[config.mk]
export PLATFORM = sky130hd
export DESIGN_NAME = sync_length_frame_parser
export DESIGN_NICKNAME = d
export VERILOG_FILES = /design/src/hdl/slfp_pkg.sv /design/src/hdl/sync_length_frame_parser.sv /design/src/hdl/slfp_store.sv /design/src/hdl/slfp_ctrl.sv /design/src/hdl/slfp_outq.sv
export SDC_FILE = /design/constraint.sdc
export NUM_CORES = 2
export LEC_CHECK = 0
export ABC_AREA = 1
export BUFFER_PORTS_ARGS = -buffer_cell sky130_fd_sc_hd__buf_2
export CORE_ASPECT_RATIO = 2
export CORE_UTILIZATION = 40
export DETAILED_ROUTE_END_ITERATION = 10
export PLACE_DENSITY = 0.56
export SLEW_MARGIN = 20
export SYNTH_ARGS = -nofsm -noshare
export SYNTH_HDL_FRONTEND = slang
export SYNTH_HIERARCHICAL = 1
export SYNTH_SLANG_ARGS = --single-unit
[constraint.sdc]
create_clock -name clk -period 4.1 [get_ports clk]
set_input_delay 1.23 -clock clk [delete_from_list [all_inputs] [get_ports clk]]
set_output_delay 1.23 -clock clk [all_outputs]
set_load 0.05 [all_outputs]
[src/hdl/slfp_pkg.sv]
// ----------------------------------------------------------------------------
// slfp_pkg
// Shared types and constants for the sync/type/length frame parser.
// ----------------------------------------------------------------------------
package slfp_pkg;

	localparam int MAX_PAYLOAD_DEF = 256;
	localparam int OUT_DEPTH       = 4;

	localparam logic [7:0] SYNC_RESET = 8'hAD;

	localparam logic [1:0] OP_PUSH   = 2'd0;
	localparam logic [1:0] OP_ABORT  = 2'd1;
	localparam logic [1:0] OP_READ   = 2'd2;
	localparam logic [1:0] OP_UNUSED = 2'd3;

	localparam logic RK_FRAME = 1'b0;
	localparam logic RK_READ  = 1'b1;

	typedef struct packed {
		logic [1:0] opcode;
		logic [7:0] data_byte;
		logic [7:0] read_index;
	} in_item_t;

	typedef struct packed {
		logic       result_kind;
		logic [7:0] type_code;
		logic [8:0] frame_length;
		logic [7:0] read_data;
	} out_item_t;

	// Result descriptor handed from the parser control to the output side.
	typedef struct packed {
		logic       kind;
		logic [7:0] type_code;
		logic [8:0] frame_length;
		logic       idx_ok;
	} res_info_t;

endpackage

[src/hdl/sync_length_frame_parser.sv]
// ----------------------------------------------------------------------------
// sync_length_frame_parser
// Byte-stream deframer: sync byte, type byte, 16-bit big-endian length and
// payload, with abort and payload read-back requests.
// ----------------------------------------------------------------------------
//  channel   direction  handshake              payload
//  cfg       in         cfg_valid/cfg_ready    cfg_data (sync byte)
//  in        in         in_valid/in_ready      in_data (in_item_t)
//  out       out        out_valid/out_ready    out_data (out_item_t)
//
// One request is accepted per clock while the queue has room; a result is
// registered in the read stage, where the payload buffer read is registered
// beside its descriptor, and then in the output queue before it leaves. The
// sustained rate is one request a cycle, limited by room in the four-entry
// result queue. Reset clears the header state and the queue at once; the
// payload buffer needs no clearing pass. When out_ready is held low,
// in_ready falls once the queue and the read stage together are full.
// ----------------------------------------------------------------------------
module sync_length_frame_parser #(
	parameter int MAX_PAYLOAD = slfp_pkg::MAX_PAYLOAD_DEF
) (
	input  logic                clk,
	input  logic                arst_n,
	input  logic                cfg_valid,
	output logic                cfg_ready,
	input  logic [7:0]          cfg_data,
	input  logic                in_valid,
	output logic                in_ready,
	input  slfp_pkg::in_item_t  in_data,
	output logic                out_valid,
	input  logic                out_ready,
	output slfp_pkg::out_item_t out_data
);
	import slfp_pkg::*;

	// Buffer address width, kept at least one bit for a single-entry buffer.
	localparam int AW = (MAX_PAYLOAD > 1) ? $clog2(MAX_PAYLOAD) : 1;
	// Count width, able to hold MAX_PAYLOAD itself.
	localparam int CW = $clog2(MAX_PAYLOAD + 1);
	localparam int QW = $clog2(OUT_DEPTH) + 1;

	logic [7:0]    sync_q;
	logic          in_fire;
	logic          mem_we, mem_re;
	logic [AW-1:0] mem_waddr, mem_raddr;
	logic [7:0]    mem_wdata, mem_rdata;
	logic          res_valid_s1;
	res_info_t     res_s1;
	out_item_t     push_item;
	logic [QW-1:0] q_count;
	logic          pop;

	// The sync byte register may be written whenever the block is idle.
	assign cfg_ready = 1'b1;

	always_ff @(posedge clk or negedge arst_n) begin
		if (!arst_n) begin
			sync_q <= SYNC_RESET;
		end else if (cfg_valid && cfg_ready) begin
			sync_q <= cfg_data;
		end
	end

	// Admit a request only when the queue can hold its result together with
	// the one that may already sit in the read stage.
	assign in_ready = (q_count + QW'(res_valid_s1)) < QW'(OUT_DEPTH);
	assign in_fire  = in_valid && in_ready;

	slfp_ctrl #(
		.MAX_PAYLOAD(MAX_PAYLOAD),
		.AW(AW),
		.CW(CW)
	) u_ctrl (
		.clk(clk),
		.arst_n(arst_n),
		.in_fire(in_fire),
		.in_item(in_data),
		.sync_byte(sync_q),
		.mem_we(mem_we),
		.mem_waddr(mem_waddr),
		.mem_wdata(mem_wdata),
		.mem_re(mem_re),
		.mem_raddr(mem_raddr),
		.res_valid_s1(res_valid_s1),
		.res_s1(res_s1)
	);

	slfp_store #(
		.DEPTH(MAX_PAYLOAD),
		.AW(AW)
	) u_store (
		.clk(clk),
		.we(mem_we),
		.waddr(mem_waddr),
		.wdata(mem_wdata),
		.re(mem_re),
		.raddr(mem_raddr),
		.rdata(mem_rdata)
	);

	// The buffer data arrives alongside the registered descriptor. A read
	// beyond the buffer answers zero, as does the data field of a frame result.
	always_comb begin
		push_item.result_kind  = res_s1.kind;
		push_item.type_code    = res_s1.type_code;
		push_item.frame_length = res_s1.frame_length;
		push_item.read_data    = (res_s1.kind == RK_READ && res_s1.idx_ok) ? mem_rdata : 8'd0;
	end

	assign pop = out_valid && out_ready;

	slfp_outq u_outq (
		.clk(clk),
		.arst_n(arst_n),
		.push(res_valid_s1),
		.push_item(push_item),
		.pop(pop),
		.not_empty(out_valid),
		.head(out_data),
		.count(q_count)
	);

	// A request is never admitted when the queue would have no room for it.
	a_admit_room: assert property (@(posedge clk) disable iff (!arst_n)
		in_fire |-> (q_count + QW'(res_valid_s1)) < QW'(OUT_DEPTH))
		else $error("request admitted without queue room");

endmodule

[src/hdl/slfp_store.sv]
// ----------------------------------------------------------------------------
// slfp_store
// Payload buffer: one write port, one read port, registered read data.
// ----------------------------------------------------------------------------
module slfp_store #(
	parameter int DEPTH = slfp_pkg::MAX_PAYLOAD_DEF,
	parameter int AW    = 8
) (
	input  logic          clk,
	input  logic          we,
	input  logic [AW-1:0] waddr,
	input  logic [7:0]    wdata,
	input  logic          re,
	input  logic [AW-1:0] raddr,
	output logic [7:0]    rdata
);

	logic [7:0] mem [DEPTH];

	always_ff @(posedge clk) begin
		if (we) begin
			mem[waddr] <= wdata;
		end
	end

	always_ff @(posedge clk) begin
		if (re) begin
			rdata <= mem[raddr];
		end
	end

endmodule

[src/hdl/slfp_ctrl.sv]
// ----------------------------------------------------------------------------
// slfp_ctrl
// Frame state machine: tracks the header, issues buffer writes and reads,
// and registers one result descriptor per request that produces a result.
// ----------------------------------------------------------------------------
module slfp_ctrl #(
	parameter int MAX_PAYLOAD = slfp_pkg::MAX_PAYLOAD_DEF,
	parameter int AW          = 8,
	parameter int CW          = 9
) (
	input  logic                 clk,
	input  logic                 arst_n,
	input  logic                 in_fire,
	input  slfp_pkg::in_item_t   in_item,
	input  logic [7:0]           sync_byte,
	output logic                 mem_we,
	output logic [AW-1:0]        mem_waddr,
	output logic [7:0]           mem_wdata,
	output logic                 mem_re,
	output logic [AW-1:0]        mem_raddr,
	output logic                 res_valid_s1,
	output slfp_pkg::res_info_t  res_s1
);
	import slfp_pkg::*;

	localparam logic [2:0] PH_HUNT   = 3'd0;
	localparam logic [2:0] PH_TYPE   = 3'd1;
	localparam logic [2:0] PH_LEN_HI = 3'd2;
	localparam logic [2:0] PH_LEN_LO = 3'd3;
	localparam logic [2:0] PH_DATA   = 3'd4;

	logic [2:0]    phase_q, phase_d;
	logic [7:0]    type_q, type_d;
	logic [7:0]    len_hi_q, len_hi_d;
	logic [CW-1:0] len_q, len_d;
	logic [CW-1:0] count_q, count_d;
	logic [15:0]   full_len;
	logic          res_valid;
	res_info_t     res;

	assign full_len  = {len_hi_q, in_item.data_byte};
	assign mem_wdata = in_item.data_byte;
	assign mem_raddr = AW'(in_item.read_index);
	assign mem_waddr = AW'(count_q);

	always_comb begin
		phase_d   = phase_q;
		type_d    = type_q;
		len_hi_d  = len_hi_q;
		len_d     = len_q;
		count_d   = count_q;
		mem_we    = 1'b0;
		mem_re    = 1'b0;
		res_valid = 1'b0;
		res       = '{kind: RK_FRAME, type_code: type_q, frame_length: 9'd0, idx_ok: 1'b0};
		if (in_fire) begin
			unique case (in_item.opcode)
				OP_PUSH: begin
					unique case (phase_q)
						PH_TYPE: begin
							type_d  = in_item.data_byte;
							phase_d = PH_LEN_HI;
						end
						PH_LEN_HI: begin
							len_hi_d = in_item.data_byte;
							phase_d  = PH_LEN_LO;
						end
						PH_LEN_LO: begin
							if (full_len == 16'd0) begin
								phase_d   = PH_HUNT;
								res_valid = 1'b1;
							end else if (32'(full_len) > MAX_PAYLOAD) begin
								phase_d = PH_HUNT;
							end else begin
								len_d   = CW'(full_len);
								count_d = '0;
								phase_d = PH_DATA;
							end
						end
						PH_DATA: begin
							mem_we  = 1'b1;
							count_d = count_q + CW'(1);
							if (count_d >= len_q) begin
								phase_d          = PH_HUNT;
								res_valid        = 1'b1;
								res.frame_length = 9'(len_q);
							end
						end
						default: begin
							phase_d = (in_item.data_byte == sync_byte) ? PH_TYPE : PH_HUNT;
						end
					endcase
				end
				OP_ABORT: begin
					phase_d = PH_HUNT;
				end
				OP_READ: begin
					mem_re     = 1'b1;
					res_valid  = 1'b1;
					res.kind   = RK_READ;
					res.type_code = 8'd0;
					res.idx_ok = 32'(in_item.read_index) < MAX_PAYLOAD;
				end
				default: begin
				end
			endcase
		end
	end

	always_ff @(posedge clk or negedge arst_n) begin
		if (!arst_n) begin
			phase_q      <= PH_HUNT;
			type_q       <= '0;
			len_hi_q     <= '0;
			len_q        <= '0;
			count_q      <= '0;
			res_valid_s1 <= 1'b0;
		end else begin
			phase_q      <= phase_d;
			type_q       <= type_d;
			len_hi_q     <= len_hi_d;
			len_q        <= len_d;
			count_q      <= count_d;
			res_valid_s1 <= res_valid;
		end
	end

	always_ff @(posedge clk) begin
		res_s1 <= res;
	end

	// The buffer is never written and read by the same request.
	a_one_access: assert property (@(posedge clk) disable iff (!arst_n)
		!(mem_we && mem_re))
		else $error("buffer write and read issued together");

	// A read request always yields a read result in the following cycle.
	a_read_result: assert property (@(posedge clk) disable iff (!arst_n)
		mem_re |=> (res_valid_s1 && res_s1.kind == RK_READ))
		else $error("read request lost its result");

endmodule

[src/hdl/slfp_outq.sv]
// ----------------------------------------------------------------------------
// slfp_outq
// Small result queue between the buffer read stage and the output channel.
// ----------------------------------------------------------------------------
module slfp_outq (
	input  logic                clk,
	input  logic                arst_n,
	input  logic                push,
	input  slfp_pkg::out_item_t push_item,
	input  logic                pop,
	output logic                not_empty,
	output slfp_pkg::out_item_t head,
	output logic [$clog2(slfp_pkg::OUT_DEPTH):0] count
);
	import slfp_pkg::*;

	localparam int PW = $clog2(OUT_DEPTH);

	out_item_t      slots_q [OUT_DEPTH];
	logic [PW-1:0]  wr_ptr_q, rd_ptr_q;
	logic [PW:0]    count_q;

	assign not_empty = (count_q != '0);
	assign head      = slots_q[rd_ptr_q];
	assign count     = count_q;

	always_ff @(posedge clk) begin
		if (push) begin
			slots_q[wr_ptr_q] <= push_item;
		end
	end

	always_ff @(posedge clk or negedge arst_n) begin
		if (!arst_n) begin
			wr_ptr_q <= '0;
			rd_ptr_q <= '0;
			count_q  <= '0;
		end else begin
			if (push) begin
				wr_ptr_q <= wr_ptr_q + PW'(1);
			end
			if (pop) begin
				rd_ptr_q <= rd_ptr_q + PW'(1);
			end
			count_q <= count_q + (PW+1)'(push) - (PW+1)'(pop);
		end
	end

	// Upstream admission must keep the queue from overflowing.
	a_no_overflow: assert property (@(posedge clk) disable iff (!arst_n)
		!(push && !pop && count_q == (PW+1)'(OUT_DEPTH)))
		else $error("result queue overflow");

endmodule
---- After elaboration in Yosys (flattened, before gate mapping) ----
Memories as Yosys holds them, arrays and structs flattened. A register that Yosys moved wholly into a read port is not among the register bits.
Index checks and enable logic that the tools add are counted.
cells by class
  eq/ne operators ......................... 10
  reductions and logical operators ........ 14
  bitwise gates (word level) .............. 2
  mux-type cells .......................... 29
  $add $sub $neg .......................... 5
  $lt $le $gt $ge ......................... 3
operator list
  cell                 count
  $mux 9               6
  $mux 18              1
  $pmux 9 s2           1
  $gt 16x9->1 const B  1
  $logic_not 16->1     1
  $mux 1               13
  $pmux 3 s4           1
  $reduce_and 5->1     2
  $add 9x1->9 const B  1
  $ge 9x9->1           1
  $mux 3               3
  $reduce_and 3->1     3
  $eq 8x8->1           1
  $mux 8               1
  $eq 3x2->1 const B   2
  $pmux 3 s2           1
  $add 2x1->2 const B  2
  $ne 2x2->1 const B   2
  $pmux 1 s2           2
  $reduce_and 4->1     1
  $reduce_bool 2->1    2
  $add 3x1->3          1
  $eq 3x1->1 const B   1
  $eq 3x3->1 const B   1
  other kinds (9)      12
storage, ports and cells
  memories ................................ 2
  output and inout bits ................... 29
  RAM bits ................................ 2152
  input bits .............................. 31
  logic and storage cells ................. 79
  register bits ........................... 72
memory list
  memory          depth  width  read ports  clocked after Yosys merged registers in  wr ports  RTL line          source
  u_store.mem     256    8      1           1                                        1         slfp_store.sv:18  logic [7:0] mem [DEPTH];
  u_outq.slots_q  4      26     1           0                                        1         slfp_outq.sv:19   out_item_t slots_q [OUT_DEPTH];

---- Logic depth before layout (Yosys ltp) ----
  depth in word-level cells ............... 6
  gate-level depth with buffers ........... 16

---- Cells and area by module ----
Netlist, hierarchy kept.
by module, submodules not included
  module                    area an instance (µm²)  cells an instance  times used
  slfp_store                83476.3                 7003               1
  slfp_outq                 4815.9                  453                1
  slfp_ctrl                 2827.7                  350                1
  sync_length_frame_parser  434.2                   62                 1

---- Least setup slack after synthesis ----
Ideal clock, no wire load.
  path type ............................... in2reg
  start ................................... input port in_valid
  end ..................................... memory u_store.mem[162][0] (enable)
  stages .................................. 9
  path buffers ............................ 3
  data arrival time ....................... 3.120 ns
  required time ........................... 3.730 ns
  setup slack ............................. 0.610 ns
  cells stage by stage .................... inv_1 nor2_1 nand2_2 nor3_1 buf_2 clkbuf_1 nand3_1 clkbuf_1 nor2_1
between the ends
  word-level cells in the longest chain between the ends .. 4
ends and longest elaborated chain
  item                          RTL line                        source
  start: declaration            sync_length_frame_parser.sv:27  input logic in_valid,
  $logic_and 1x1->1             sync_length_frame_parser.sv:67  assign in_fire = in_valid && in_ready;
  via in_fire                   sync_length_frame_parser.sv:43  logic in_fire;
  $mux 1                        slfp_ctrl.sv:56                 if (in_fire) begin
  via mem_we                    sync_length_frame_parser.sv:44  logic mem_we, mem_re;
  $mux 1                        slfp_store.sv:21                if (we) begin
  $mux 1 (not written as such)  slfp_store.sv:22                mem[waddr] <= wdata;
  end: declaration              slfp_store.sv:18
The timed path passes the listed nets, and every way through them passes these cells.

==> results.json <==
{
  "status": "finished, final reports clean",
  "grt_pass1_wl_um": 406000,
  "worst-setup-path-type": "reg -> out",
  "ios": 60,
  "grt_pass1_vias": 60300,
  "via_per_inst": 5.39,
  "required_ns": 2.87,
  "clock_sinks": 2231,
  "pre_cts_slack_ns": 0.0925,
  "fillers": 20600,
  "die_w_um": 340,
  "synth_nets": 7916,
  "num_vias": 60200,
  "grt_max_degree": 135,
  "ant_nets": 0,
  "crit_family": "flip-flops",
  "synth-warning-count": 6,
  "rsz0062_at_grt": "false",
  "crit_buf_inv": 2,
  "ir_worst_vdd_mv": 0.498,
  "avgRoutedWirePerCell_um": 25.0,
  "arrival_ns": 2.41,
  "cts_resized": 0,
  "drtIter0Drc": 5116,
  "postCtsSetupRepairBufs": 0,
  "dieArea_mm2": 0.231,
  "finalWorstSetupSlack_ns": 0.462,
  "start_kind": "flip-flop",
  "fin_crit_sh": 0.887,
  "ys_types": 37,
  "core_area_mm2": 0.228,
  "tritoncts": "done",
  "syn_area_mm2": 0.0916,
  "initial_core_util": 0.402,
  "slew_viol_final": 0,
  "r2r_slack_ns": 0.79,
  "synth_edf_count": 2160,
  "dp_hpwl_um": 180000,
  "worstPathCellList": "buf_4 -> nand3_1 -> nand2_1 -> buf_2",
  "nets": 8074,
  "clock_skew_ns": 0.0533,
  "crit_fanout": 17,
  "port_buffers": 58,
  "cpPeakStageDelay_ns": 0.69,
  "dr.pass1.iters": 5,
  "antenna_found_initial": 3,
  "final_util": 0.454,
  "tightest_slew_ns": 0.939,
  "placementRows": 248,
  "htreeDepth": 4,
  "drc_errors": 0,
  "syn_inst": 7868,
  "place_congestion": 0.927,
  "routed_wl_um": 279000,
  "r2r-start": "u_ctrl/res_valid_s1",
  "p_leak_nw": 37.3,
  "cts_buffer_depth": 4,
  "groute.usage.overall": 0.239,
  "setup_tns_ns": 0,
  "hold_viol": 0,
  "drv_cap": 0,
  "rr_endpoint": "u_store/mem[86][6]",
  "syn_to_final_growth_pct": 13.0,
  "ys_seq_area_frac": 0.727,
  "setup_viol": 0,
  "clk_pin_slew_ns": 0.06,
  "drive_gt1_frac": 0.0995,
  "hold_buffers": 0,
  "hp-class": "in -> async",
  "synth_seq_cells": 2231,
  "crit_path_end_kind": "output port",
  "power_density_mw_per_mm2": 473,
  "cts_root_buf": "clkbuf_16",
  "gr-total-overflow": 0,
  "cp_slowest_cell": "dfrtp_1",
  "timing.fmax_mhz": 275,
  "async_flop_share": 0.0238,
  "final.min_clock_period_ns": 3.64,
  "r2r_cells": 10,
  "slew-limit-headroom": 0.373,
  "clk_latency_ns": 0.87,
  "synth_flop_cell": "edfxtp_1",
  "syn_area_per_cell_um2": 11.6,
  "fp.dieH_um": 679,
  "cts_made_buffers": 195
}
[cells in the mapped netlist (4+ instances only)]
| cell type | count | area share |
|---|---|---|
| buf_1 | 40 | 0.0016 |
| buf_2 | 273 | 0.015 |
| buf_4 | 79 | 0.0065 |
| buf_6 | 24 | 0.0030 |
| clkbuf_1 | 113 | 0.0046 |
| dfrtp_1 | 48 | 0.013 |
| dfstp_2 | 5 | 0.0014 |
| dfxtp_1 | 18 | 0.0039 |
| edfxtp_1 | 2160 | 0.71 |
| ha_1 | 16 | 0.0022 |
| inv_1 | 218 | 0.0089 |
| inv_2 | 6 | 0.00025 |
| nand2_1 | 2380 | 0.098 |
| nand2_2 | 4 | 0.00027 |
| nand3_1 | 2087 | 0.11 |
| nor2_1 | 322 | 0.013 |
| o21ai_0 | 24 | 0.0013 |
| o21ai_2 | 9 | 0.00086 |
| xnor2_1 | 8 | 0.00077 |
| xor2_1 | 5 | 0.00048 |
[cell families after synthesis]
kind of cell    synth area share
simple gates               0.226
flops                      0.727
buf+inv                   0.0402
compound gates           0.00282
fa+ha+maj                0.00241
xor+xnor                 0.00124
other cells            0.0000410
[layer usage]
layer  up-vias  GRT usage  wire length (µm)
li1      27700          -                 -
met1     29800      0.248             94000
met2      1996      0.440            148000
met3       698     0.0277             13400
met4         2      0.176             23600
met5         -          0                10
[how the worst max path moves through the flow]
stage	startpoint	endpoint	slack, ns	cells after the start
2_1_floorplan	in_valid	u_store/mem[162][0]	0.61	9
3_3_place_gp	in_data[1]	u_store/rdata[0]	0.09	12
5_1_grt	u_outq/rd_ptr_q[1]	out_data[6]	0.36	4
6_report	u_outq/rd_ptr_q[1]	out_data[4]	0.46	4
4_1_cts	u_outq/rd_ptr_q[1]	out_data[6]	0.37	4
3_5_place_dp	in_data[1]	u_store/rdata[0]	0.09	12
[placed cells by master, fill, tap and decap left out, drive strengths merged, types with 5 or more instances in the layout]
cell	count
nand2	2384
edfxtp	2160
nand3	2088
buf	492
nor2	325
clkbuf	233
inv	231
clkinv	64
dfrtp	48
o21ai	36
bufinv	24
clkinvlp	18
dfxtp	18
ha	16
xnor2	8
dfstp	5
xor2	5
nand4	5
[through the flow]
| stage | hold slack [ns] | cells | cell area [µm²] | power [mW] |
|---|---|---|---|---|
| after CTS | 0.462 | 11200 | 103000 | 49.2 |
| final | 0.366 | 11200 | 103000 | 48.9 |
| after detailed placement | 0.442 | 10800 | 97100 | 30.8 |
| after global routing | 0.400 | 11200 | 103000 | 50.3 |
| after floorplan | 0.430 | 7868 | 91600 | 29.1 |
| after global placement | 0.439 | 10800 | 97100 | 30.7 |
[power breakdown]
part	total (mW)	switching, mW	leakage, nW	internal (mW)
clock	18.7	8.28	3.04	10.4
sequential	25.4	0.177	20.3	25.2
combinational	4.84	3.67	13.9	1.18
total	48.9	12.1	37.3	36.8
[sequential cells by signal, indices dropped and copies added, names as in the netlist, 2 cells and up]
signal / flops
sync_q: 8
u_ctrl/count_q: 9
u_ctrl/len_hi_q: 8
u_ctrl/len_q: 9
u_ctrl/phase_q: 3
u_ctrl/res_s1: 18
u_ctrl/type_q: 8
u_outq/count: 3
u_outq/rd_ptr_q: 2
u_outq/slots_q: 104
u_outq/wr_ptr_q: 2
u_store/mem: 2048
u_store/rdata: 8
[final cells by class]
class / instances / area, µm² / share of cell area
Antenna cell: 4 / 10.0 / 0.0000968
Sequential cell: 2231 / 66600 / 0.643
Inverter: 227 / 891 / 0.00861
Clock buffer: 233 / 5120 / 0.0495
Clock inverter: 110 / 1190 / 0.0115
Multi-Input combinational cell: 4879 / 21300 / 0.206
Tap cell: 3000 / 3750 / 0.0363
Timing Repair Buffer: 492 / 4600 / 0.0445
Note: power is estimated with default switching activity, not from simulation.
